### src/hw/rtl/tcw_pkg.sv
`timescale 1ns / 1ps
// Shared constants, operation codes and the result word type of the text console writer.
// No dependencies.

package tcw_pkg;

	// Field widths fixed by the port list
	localparam int KIND_W   = 3;
	localparam int BYTE_W   = 8;
	localparam int COLUMN_W = 7;
	localparam int LINE_W   = 5;
	localparam int CELL_W   = 16;

	// Default screen geometry
	localparam int COLUMNS_DEF = 80;
	localparam int ROWS_DEF    = 25;

	// Operation codes carried in kind
	localparam logic [KIND_W-1:0] KIND_PUT   = 3'd0;
	localparam logic [KIND_W-1:0] KIND_SET   = 3'd1;
	localparam logic [KIND_W-1:0] KIND_BACK  = 3'd2;
	localparam logic [KIND_W-1:0] KIND_CLEAR = 3'd3;
	localparam logic [KIND_W-1:0] KIND_READ  = 3'd4;

	localparam logic [BYTE_W-1:0] NEWLINE_CODE     = 8'd10;
	localparam logic [BYTE_W-1:0] SPACE_CODE       = 8'd32;
	localparam logic [BYTE_W-1:0] DEFAULT_ATTR_RST = 8'd15;

	typedef struct packed {
		logic [COLUMN_W-1:0] cursor_column;
		logic [LINE_W-1:0]   cursor_row;
		logic                scrolled;
		logic [BYTE_W-1:0]   cell_char;
		logic [BYTE_W-1:0]   cell_attr;
	} res_t;

endpackage

### src/hw/rtl/tcw_ctrl.sv
`timescale 1ns / 1ps
// Sequencer of the text console writer: cursor, scroll ring base, sweeps and memory access.
// Drives tcw_cell_mem; uses tcw_pkg.

module tcw_ctrl #(
	parameter int COLUMNS = tcw_pkg::COLUMNS_DEF,
	parameter int ROWS    = tcw_pkg::ROWS_DEF,
	parameter int ADDR_W  = $clog2(COLUMNS * ROWS)
) (
	input  logic                         clk,
	input  logic                         arst_n,
	input  logic                         cfg_we,
	input  logic [tcw_pkg::BYTE_W-1:0]   cfg_wdata,
	input  logic                         in_valid,
	output logic                         in_stall,
	input  logic [tcw_pkg::KIND_W-1:0]   kind,
	input  logic [tcw_pkg::BYTE_W-1:0]   char_code,
	input  logic [tcw_pkg::BYTE_W-1:0]   attribute,
	input  logic [tcw_pkg::COLUMN_W-1:0] column,
	input  logic [tcw_pkg::LINE_W-1:0]   line,
	output logic                         mem_we,
	output logic [ADDR_W-1:0]            mem_waddr,
	output logic [tcw_pkg::CELL_W-1:0]   mem_wdata,
	output logic                         mem_re,
	output logic [ADDR_W-1:0]            mem_raddr,
	input  logic [tcw_pkg::CELL_W-1:0]   mem_rdata,
	output logic                         res_valid,
	output tcw_pkg::res_t                res,
	input  logic                         out_free
);
	import tcw_pkg::*;

	localparam int COL_W = $clog2(COLUMNS);
	localparam int ROW_W = $clog2(ROWS);
	localparam int CELLS = COLUMNS * ROWS;

	typedef enum logic [2:0] {
		ST_INIT, ST_IDLE, ST_EXEC, ST_RDATA, ST_SWEEP, ST_OUT
	} state_t;

	state_t             state_q;
	logic [KIND_W-1:0]  it_kind_q;
	logic [BYTE_W-1:0]  it_char_q;
	logic [BYTE_W-1:0]  it_attr_q;
	logic [COL_W-1:0]   it_col_q;
	logic [ROW_W-1:0]   it_row_q;
	logic [COL_W-1:0]   col_q;
	logic [ROW_W-1:0]   row_q;
	logic [ROW_W-1:0]   base_q;
	logic [ADDR_W-1:0]  base_addr_q;
	logic [BYTE_W-1:0]  defattr_q;
	logic [ADDR_W-1:0]  sw_addr_q;
	logic [ADDR_W-1:0]  sw_last_q;
	logic [CELL_W-1:0]  sw_data_q;
	logic               scr_q;
	logic [CELL_W-1:0]  rd_q;

	logic               accept;
	logic               at_origin;
	logic               is_newline;
	logic               line_end;
	logic [COL_W-1:0]   prev_col;
	logic [ROW_W-1:0]   prev_row;
	logic [COL_W-1:0]   sel_col;
	logic [ROW_W-1:0]   sel_row;
	logic [ROW_W:0]     row_sum;
	logic [ROW_W:0]     phys_row;
	logic [ADDR_W-1:0]  exec_addr;
	logic               exec_we;

	assign in_stall = !(state_q == ST_IDLE || (state_q == ST_OUT && out_free));
	assign accept   = in_valid && !in_stall;

	assign at_origin  = (row_q == '0) && (col_q == '0);
	assign is_newline = (it_char_q == NEWLINE_CODE);
	assign line_end   = is_newline || (32'(col_q) == COLUMNS - 1);

	// Cell before the cursor, wrapping to the last column of the row above
	always_comb begin
		if (col_q != '0) begin
			prev_col = col_q - COL_W'(1);
			prev_row = row_q;
		end else begin
			prev_col = COL_W'(COLUMNS - 1);
			prev_row = row_q - ROW_W'(1);
		end
	end

	always_comb begin
		case (it_kind_q)
			KIND_READ: begin
				sel_col = it_col_q;
				sel_row = it_row_q;
			end
			KIND_BACK: begin
				sel_col = prev_col;
				sel_row = prev_row;
			end
			default: begin
				sel_col = col_q;
				sel_row = row_q;
			end
		endcase
	end

	// Logical row to physical row through the scroll ring base
	assign row_sum  = {1'b0, base_q} + {1'b0, sel_row};
	assign phys_row = (32'(row_sum) >= ROWS) ? row_sum - (ROW_W+1)'(ROWS) : row_sum;
	assign exec_addr = ADDR_W'(phys_row) * ADDR_W'(COLUMNS) + ADDR_W'(sel_col);

	assign exec_we = (state_q == ST_EXEC) &&
		((it_kind_q == KIND_PUT && !is_newline) || (it_kind_q == KIND_BACK && !at_origin));

	always_comb begin
		mem_we    = exec_we || state_q == ST_SWEEP || state_q == ST_INIT;
		mem_waddr = (state_q == ST_SWEEP || state_q == ST_INIT) ? sw_addr_q : exec_addr;
		if (state_q == ST_INIT) begin
			mem_wdata = '0;
		end else if (state_q == ST_SWEEP) begin
			mem_wdata = sw_data_q;
		end else if (it_kind_q == KIND_PUT) begin
			mem_wdata = {it_attr_q, it_char_q};
		end else begin
			mem_wdata = {defattr_q, SPACE_CODE};
		end
		mem_re    = (state_q == ST_EXEC) && (it_kind_q == KIND_READ);
		mem_raddr = exec_addr;
	end

	assign res_valid         = (state_q == ST_OUT);
	assign res.cursor_column = COLUMN_W'(col_q);
	assign res.cursor_row    = LINE_W'(row_q);
	assign res.scrolled      = scr_q;
	assign res.cell_char     = rd_q[BYTE_W-1:0];
	assign res.cell_attr     = rd_q[CELL_W-1:BYTE_W];

	always_ff @(posedge clk or negedge arst_n) begin
		if (!arst_n) begin
			state_q     <= ST_INIT;
			col_q       <= '0;
			row_q       <= '0;
			base_q      <= '0;
			base_addr_q <= '0;
			defattr_q   <= DEFAULT_ATTR_RST;
			sw_addr_q   <= '0;
			sw_last_q   <= ADDR_W'(CELLS - 1);
			sw_data_q   <= '0;
			scr_q       <= 1'b0;
			rd_q        <= '0;
		end else begin
			if (cfg_we) begin
				defattr_q <= cfg_wdata;
			end
			if (accept) begin
				it_kind_q <= kind;
				it_char_q <= char_code;
				it_attr_q <= attribute;
				it_col_q  <= (32'(column) > COLUMNS - 1) ? COL_W'(COLUMNS - 1) : COL_W'(column);
				it_row_q  <= (32'(line) > ROWS - 1) ? ROW_W'(ROWS - 1) : ROW_W'(line);
			end
			case (state_q)
				ST_INIT: begin
					if (sw_addr_q == ADDR_W'(CELLS - 1)) begin
						state_q <= ST_IDLE;
					end else begin
						sw_addr_q <= sw_addr_q + ADDR_W'(1);
					end
				end
				ST_IDLE: begin
					if (accept) begin
						state_q <= ST_EXEC;
					end
				end
				ST_EXEC: begin
					scr_q   <= 1'b0;
					rd_q    <= '0;
					state_q <= ST_OUT;
					case (it_kind_q)
						KIND_PUT: begin
							if (line_end) begin
								col_q <= '0;
								if (32'(row_q) == ROWS - 1) begin
									// Retire the top row: it becomes the new bottom row, zeroed
									scr_q     <= 1'b1;
									sw_addr_q <= base_addr_q;
									sw_last_q <= base_addr_q + ADDR_W'(COLUMNS - 1);
									sw_data_q <= '0;
									if (32'(base_q) == ROWS - 1) begin
										base_q      <= '0;
										base_addr_q <= '0;
									end else begin
										base_q      <= base_q + ROW_W'(1);
										base_addr_q <= base_addr_q + ADDR_W'(COLUMNS);
									end
									state_q <= ST_SWEEP;
								end else begin
									row_q <= row_q + ROW_W'(1);
								end
							end else begin
								col_q <= col_q + COL_W'(1);
							end
						end
						KIND_SET: begin
							col_q <= it_col_q;
							row_q <= it_row_q;
						end
						KIND_BACK: begin
							if (!at_origin) begin
								col_q <= prev_col;
								row_q <= prev_row;
							end
						end
						KIND_CLEAR: begin
							col_q       <= '0;
							row_q       <= '0;
							base_q      <= '0;
							base_addr_q <= '0;
							sw_addr_q   <= '0;
							sw_last_q   <= ADDR_W'(CELLS - 1);
							sw_data_q   <= {defattr_q, SPACE_CODE};
							state_q     <= ST_SWEEP;
						end
						KIND_READ: begin
							state_q <= ST_RDATA;
						end
						default: begin
						end
					endcase
				end
				ST_RDATA: begin
					rd_q    <= mem_rdata;
					state_q <= ST_OUT;
				end
				ST_SWEEP: begin
					if (sw_addr_q == sw_last_q) begin
						state_q <= ST_OUT;
					end else begin
						sw_addr_q <= sw_addr_q + ADDR_W'(1);
					end
				end
				ST_OUT: begin
					if (out_free) begin
						state_q <= accept ? ST_EXEC : ST_IDLE;
					end
				end
				default: begin
					state_q <= ST_IDLE;
				end
			endcase
		end
	end

	// Cursor and ring base stay on screen
	a_row_range: assert property (@(posedge clk) disable iff (!arst_n)
		(32'(row_q) < ROWS) && (32'(col_q) < COLUMNS) && (32'(base_q) < ROWS))
		else $error("cursor or ring base off screen");

	// Ring base address tracks the base row
	a_base_addr: assert property (@(posedge clk) disable iff (!arst_n)
		32'(base_addr_q) == 32'(base_q) * COLUMNS)
		else $error("ring base address out of step");

	// An accepted word is executed in the next cycle
	a_accept_exec: assert property (@(posedge clk) disable iff (!arst_n)
		accept |=> state_q == ST_EXEC)
		else $error("accepted word not executed");

	// A sweep never runs past its last entry
	a_sweep_end: assert property (@(posedge clk) disable iff (!arst_n)
		state_q == ST_SWEEP |-> sw_addr_q <= sw_last_q)
		else $error("sweep overran");

	// No store access while idle or presenting a result
	a_quiet: assert property (@(posedge clk) disable iff (!arst_n)
		(state_q == ST_IDLE || state_q == ST_OUT) |-> !mem_we && !mem_re)
		else $error("store access outside execution");

endmodule

### config.mk
export PLATFORM = sky130hd
export DESIGN_NAME = tcw_ctrl
export DESIGN_NICKNAME = d
export VERILOG_FILES = /design/src/hw/rtl/tcw_pkg.sv /design/src/hw/rtl/tcw_ctrl.sv
export SDC_FILE = /design/constraint.sdc
export NUM_CORES = 1
export LEC_CHECK = 0
export ABC_AREA = 0
export BUFFER_PORTS_ARGS = -buffer_cell sky130_fd_sc_hd__buf_2
export CELL_PAD_IN_SITES_DETAIL_PLACEMENT = 0
export CELL_PAD_IN_SITES_GLOBAL_PLACEMENT = 1
export CORE_MARGIN = 4
export CORE_UTILIZATION = 38
export CTS_CLUSTER_DIAMETER = 60
export DETAILED_ROUTE_END_ITERATION = 10
export HOLD_SLACK_MARGIN = 0.08
export PLACE_DENSITY_LB_ADDON = 0.1
export SETUP_SLACK_MARGIN = 0.05
export SLEW_MARGIN = 20
export SYNTH_ARGS = -nofsm -noshare
export SYNTH_HDL_FRONTEND = slang
export SYNTH_SLANG_ARGS = --single-unit
### constraint.sdc
create_clock -name clk -period 5.31 [get_ports clk]
set_clock_uncertainty 0.15 [all_clocks]
set_input_delay 0 -clock clk [delete_from_list [all_inputs] [get_ports clk]]
set_output_delay 0 -clock clk [all_outputs]
set_load 0.02 [all_outputs]
== Word level (Yosys, flattened, before mapping) ==
Index checks and enable logic that the tools add are counted.

* Output and inout bits: 71
* Word-level logic and storage cells: 139
* Input bits: 60
* Flip-flop bits (word level): 125

* Add/subtract/negate cells: 11
* Equality and inequality tests: 28
* Reductions and logical operators: 31
* Multiplexer cells: 49
* Order comparisons: 3
* $mul: 1

{| class="wikitable"
|+ Operator list
! kind !! count
|-
| two-way mux 11 bit || 10
|-
| two-way mux 16 bit || 5
|-
| case mux 11 bit (2 select lines) || 3
|-
| case mux 16 bit (2 select lines) || 2
|-
| two-way mux 5 bit || 7
|-
| case mux 11 bit (3 select lines) || 1
|-
| case mux 7 bit (4 select lines) || 1
|-
| adder 11 x 7 -> 11 bit (second input constant) || 2
|-
| two-way mux 7 bit || 3
|-
| case mux 5 bit (2 select lines) || 2
|-
| case mux 5 bit (4 select lines) || 1
|-
| case mux 3 bit (6 select lines) || 1
|-
| case mux 7 bit (2 select lines) || 1
|-
| equality test 3 x 2 -> 1 bit (second input constant) || 4
|-
| two-way mux 3 bit || 4
|-
| inequality test 2 bit (second input constant) || 6
|-
| adder 11 x 1 -> 11 bit (second input constant) || 1
|-
| adder 11 x 7 -> 11 bit || 1
|-
| equality test 11 bit || 1
|-
| equality test 11 bit (second input constant) || 1
|-
| adder 5 x 1 -> 5 bit (second input constant) || 2
|-
| equality test 5 bit (second input constant) || 2
|-
| equality test 3 bit (second input constant) || 3
|-
| case mux 3 bit (3 select lines) || 1
|-
| 34 further kinds || 58
|}

== Longest topological paths before layout ==
* Word-level depth: 9
* Gate-level depth with buffers: 26
* Mapped depth without buffers: 25

== Worst setup path after synthesis ==
No wires, ideal clock.

* Path type: flip-flop to output port
* Start: register col_q[0]
* End: output port mem_waddr[10]
* Arrival time: 5.938 ns
* Slack: -0.778 ns
* Path buffers: 0
* Stages on the path, launching flop included: 25
* Required time: 5.160 ns
* Cells stage by stage: dfrtp_1 > inv_1 > ha_1 > nor3b_4 > nand2_1 > nand2_1 > nand2_1 > a221o_1 > ha_1 > inv_1 > fa_1 > ha_1 > nand2_1 > nor2_1 > o41ai_2 > o21ai_0 > ha_1 > ha_1 > fa_1 > xnor2_1 > nand4b_1 > xnor2_1 > xnor2_1 > xor2_1 > mux2_2

* Word-level cells in the longest chain between the ends: 9
* Elaborated cells between the ends (all ways): 13
* Those cells by class: 4 x add/sub; 1 x mul; 1 x order compare; 6 x mux; 1 x reduce/logical

{| class="wikitable"
|+ Ends and longest elaborated chain
! what !! line !! RTL
|-
| start: declaration || tcw_ctrl.sv:47 || <nowiki>logic [COL_W-1:0] col_q;</nowiki>
|-
| start signal: assignment || tcw_ctrl.sv:200 || <nowiki>col_q <= col_q + COL_W'(1);</nowiki>
|-
| start signal: assignment || tcw_ctrl.sv:204 || <nowiki>col_q <= it_col_q;</nowiki>
|-
| start signal: assignment || tcw_ctrl.sv:209 || <nowiki>col_q <= prev_col;</nowiki>
|-
| nonzero test 7 bit || tcw_ctrl.sv:80 || <nowiki>if (col_q != '0) begin</nowiki>
|-
| two-way mux 5 bit || tcw_ctrl.sv:80 ||
|-
| case mux 5 bit (2 select lines) || tcw_ctrl.sv:90 || <nowiki>case (it_kind_q)</nowiki>
|-
| adder 5 x 5 -> 6 bit || tcw_ctrl.sv:107 || <nowiki>assign row_sum = {1'b0, base_q} + {1'b0, sel_row};</nowiki>
|-
| subtractor 6 x 5 -> 6 bit / greater-or-equal comparator 6 x 5 -> 1 bit (equally long branches) || tcw_ctrl.sv:108 || <nowiki>assign phys_row = (32'(row_sum) >= ROWS) ? row_sum - (ROW_W+1)'(ROWS) : row_sum;</nowiki>
|-
| two-way mux 6 bit || tcw_ctrl.sv:108 ||
|-
| multiplier 6 x 3 -> 7 bit || tcw_ctrl.sv:109 || <nowiki>assign exec_addr = ADDR_W'(phys_row) * ADDR_W'(COLUMNS) + ADDR_W'(sel_col);</nowiki>
|-
| adder 11 x 7 -> 11 bit (*) || tcw_ctrl.sv:109 ||
|-
| net mem_raddr[10] || tcw_ctrl.sv:25 || <nowiki>output logic [ADDR_W-1:0] mem_raddr,</nowiki>
|-
| two-way mux 11 bit (*) || tcw_ctrl.sv:116 || <nowiki>mem_waddr = (state_q == ST_SWEEP || state_q == ST_INIT) ? sw_addr_q : exec_addr;</nowiki>
|-
| end: declaration || tcw_ctrl.sv:22 || <nowiki>output logic [ADDR_W-1:0] mem_waddr,</nowiki>
|}

Mark *: on every way through the listed nets, which the timed path passes. The rest lies on a longest branch.

== Final worst setup path ==
* Start: register col_q[0]
* End: output port mem_waddr[10]

* Word-level cells in the longest chain between the ends: 9
* Elaborated cells between the ends (all ways): 13
* Those cells by class: 4 x add/sub; 1 x mul; 1 x order compare; 6 x mux; 1 x reduce/logical

{| class="wikitable"
|+ Ends and longest elaborated chain
! what !! line
|-
| nonzero test 7 bit || tcw_ctrl.sv:80
|-
| two-way mux 5 bit || tcw_ctrl.sv:80
|-
| case mux 5 bit (2 select lines) || tcw_ctrl.sv:90
|-
| adder 5 x 5 -> 6 bit || tcw_ctrl.sv:107
|-
| subtractor 6 x 5 -> 6 bit / greater-or-equal comparator 6 x 5 -> 1 bit (equally long branches) || tcw_ctrl.sv:108
|-
| two-way mux 6 bit || tcw_ctrl.sv:108
|-
| multiplier 6 x 3 -> 7 bit || tcw_ctrl.sv:109
|-
| adder 11 x 7 -> 11 bit (*) || tcw_ctrl.sv:109
|-
| two-way mux 11 bit (*) || tcw_ctrl.sv:116
|}

Every way passes the cells marked *; elsewhere a longest branch is shown, timed or not.

==> flow_metrics.py <==
metrics = {
    "clock_network": {
        "clk_path_buf_depth": 2,
        "h-tree-depth": 3,
        "clk_latency_ns": 0.36,
        "cts_buffers": 9,
        "path_clk_slew_ns": 0.08,
        "clock_tree.root_cell": "clkbuf_16",
        "cts_tree": "yes",
        "clkSinkCount": 110,
    },
    "grt": {
        "overflow": 0,
        "grt_pass1_vias": 6659,
        "grt_pass1_wl_um": 35400,
        "grt_max_degree": 65,
        "track_usage_pct": 21.9,
        "antenna_found_initial": 0,
    },
    "floorplanning": {
        "dieWidth_um": 142,
        "die-height_um": 142,
        "core_area_um2": 17500,
        "start_util_pct": 39.1,
        "rows": 48,
        "io_pins": 131,
        "dieArea_um2": 20200,
    },
    "power_and_ir_drop": {
        "leakage_nw": 4.31,
        "ir_worst_vdd_v": 0.000479,
        "finalPower_w": 0.00503,
        "p_per_area_nw_per_um2": 532,
    },
    "yosys": {
        "syn_inst": 745,
        "synthArstFlopShare_pct": 71.8,
        "synth_edf_count": 31,
        "ys_seq_area_share_pct": 42.7,
        "ys_warn_count": 0,
        "ys_ff_latch": 110,
        "syn-cell-area_um2": 6830,
        "synth_flop_cell": "dfrtp_1",
        "syn_avg_cell_area_um2": 9.17,
        "ys_types": 77,
        "synth_nets": 836,
    },
    "setup_path": {
        "start_kind": "flip-flop",
        "path_max_fanout": 4,
        "crit_required_ns": 5.16,
        "cp-end-kind": "output pin",
        "cp.arrival_ns": 5.60,
        "crit_type": "flip-flop to output pin",
    },
    "finish": {
        "diodes": 0,
        "area.growth.synth_to_final_pct": 38.6,
        "drive_above_1_share_pct": 31.3,
        "final_cells": 1219,
        "final_cell_mix": "buf_2, nand2_1, buf_4, dlygate4sd3_1, dfrtp_1",
        "layout_commonest_cell": "buf_2",
        "fillers": 1627,
        "nNetsFinal": 1080,
    },
    "timing": {
        "maxSlewViolCount": 0,
        "layout_setup_ws_ns": -0.445,
        "fin_crit_sh_pct": 108,
        "hold_viol": 0,
        "max_slew_margin_pct": 36.5,
        "rsz0062_at_grt": "true",
        "min_period_ns": 5.75,
        "max_freq_mhz": 174,
        "worstMarginPinSlew_ns": 0.950,
        "final-setup-viol-count": 3,
    },
    "drt": {
        "firstDrtPassIters": 5,
        "wl_um": 21900,
        "num_vias": 6544,
        "drt-wirelength-per-cell_um": 18.0,
        "drc": 0,
        "vias_per_cell": 5.37,
        "drtIter0Drc": 495,
        "antenna_left": 0,
    },
    "outcome": {
        "outcome": "finished with violations",
        "violations": "setup timing",
    },
    "placed_design": {
        "place_congestion": 0.884,
        "dpl.hpwl_um": 15600,
        "dp_cells": 1120,
        "io_buffers": 130,
    },
    "hold_path": {
        "hp-class": "primary input to flip-flop",
    },
    "flow_run": {
        "maxCapViolations": 0,
    },
}
-- state kept, by name, summed over array words and instances, names as in the netlist --
register     cells
rd_q            16
row_q            5
sw_data_q        9
scr_q            1
it_char_q        8
sw_addr_q       11
it_kind_q        3
base_addr_q      7
col_q            7
it_col_q         7
defattr_q        8
it_attr_q        8
it_row_q         5
sw_last_q        7
base_q           5
state_q          3
-- final timing paths --
kind	startpoint	end	slack (ns)	cells past startpoint
setup / recovery	col_q[0]$_DFFE_PN0P_	mem_waddr[10]	-0.44	26
hold / removal	char_code[4]	it_char_q[4]$_DFFE_PP_	0.18	2
setup reg to reg	state_q[0]$_DFFE_PN0P_	sw_addr_q[6]$_DFFE_PN0P_	1.63	6
hold reg to reg	rd_q[5]$_DFFE_PN0P_	rd_q[5]$_DFFE_PN0P_	0.33	2
max in group asynchronous	arst_n	col_q[1]$_DFFE_PN0P_	3.70	3
min in group asynchronous	arst_n	base_q[3]$_DFFE_PN0P_	0.26	3
-- worst max-delay path: stages, from the launching register on --
cell	delay (ns)
dfrtp_2	0.41
inv_2	0.08
ha_4	0.13
nor3b_4	0.26
nand2_2	0.15
nand2_2	0.11
nand2_2	0.06
buf_6	0.11
a221o_1	0.33
buf_4	0.16
ha_4	0.20
and3_4	0.19
o21ai_4	0.16
a21oi_2	0.09
o41ai_4	0.36
nand2_1	0.15
xor2_2	0.17
ha_1	0.28
ha_2	0.20
fa_2	0.35
xnor2_2	0.14
nand4b_1	0.24
xnor2_2	0.19
xnor2_2	0.17
xor2_2	0.16
mux2_4	0.27
buf_6	0.13
-- through the flow --
step                worst slack, ns  util [%]  area [um2]  hold slack (ns)  setup TNS [ns]
floorplan                    -0.182         -        6930           -0.446          -0.182
global placement             -0.104      46.6        8140           -0.254          -0.107
detailed placement           -0.322      46.6        8140           -0.246          -0.536
CTS                          -0.543      53.5        9360            0.167           -1.17
global route                 -0.728      54.2        9470            0.172           -2.52
finish                       -0.445      54.2        9470            0.184          -0.900
-- power by group --
part           internal, W  switching (W)  total [W]
sequential         0.00108       0.000223    0.00130
clock             0.000370       0.000371   0.000741
combinational      0.00134        0.00165    0.00299
-- routing by layer --
metal | wire [um] | track usage (%)
met5 | 0 | 0
met3 | 1510 | 5.14
met2 | 10100 | 34.4
met4 | 318 | 6.06
met1 | 10000 | 30.3
-- cells by family after synthesis --
family | after synthesis | synth area share (%)
buffers and inverters | 67 | 4.49
AND/OR/NAND/NOR | 284 | 20.0
multiplexers | 27 | 4.32
adder cells (fa/ha/maj) | 31 | 6.01
flip-flops | 110 | 42.7
AO/OA/AOI/OAI | 194 | 18.3
XOR/XNOR | 32 | 4.10
-- synth_stat cells (5+ instances only) --
cell | instances | share of area [%]
mux2i_1 | 10 | 1.5
o21ai_0 | 69 | 5.1
inv_1 | 19 | 1.0
clkbuf_1 | 26 | 1.4
nor2_1 | 44 | 2.4
and2_1 | 6 | 0.55
nor3_1 | 12 | 0.88
o31ai_1 | 8 | 0.88
ha_1 | 28 | 5.1
dfstp_2 | 9 | 3.5
nand3_1 | 29 | 2.1
xor2_1 | 20 | 2.6
a21oi_1 | 50 | 3.7
dfrtp_1 | 70 | 26
xnor2_1 | 12 | 1.5
nor2b_1 | 5 | 0.46
and3_1 | 18 | 1.6
nand2_1 | 123 | 6.8
a221o_1 | 7 | 1.0
a21o_1 | 6 | 0.66
mux2_2 | 16 | 2.6
nand2b_1 | 15 | 1.4
edfxtp_1 | 31 | 14
buf_2 | 14 | 1.0
a31oi_1 | 7 | 0.64
-- cell type report --
class / instances / area (um2) / area share (%)
flip-flops and latches: 110 / 2920 / 30.8
clock inverters: 6 / 82.6 / 0.872
inverters: 19 / 71.3 / 0.753
multi-input cells: 568 / 3860 / 40.7
clock buffers: 10 / 250 / 2.64
well taps: 225 / 282 / 2.97
repair buffers: 281 / 2010 / 21.2
-- repair_timing --
action	CTS	global route
hold buffers	71	0
buffers inserted	10	3
setup endpoints to repair	7	10
gates resized for setup	27	14
pin swaps	20	5
hold endpoints to repair	128	0
No activity file was read; power rests on OpenSTA's default activity.
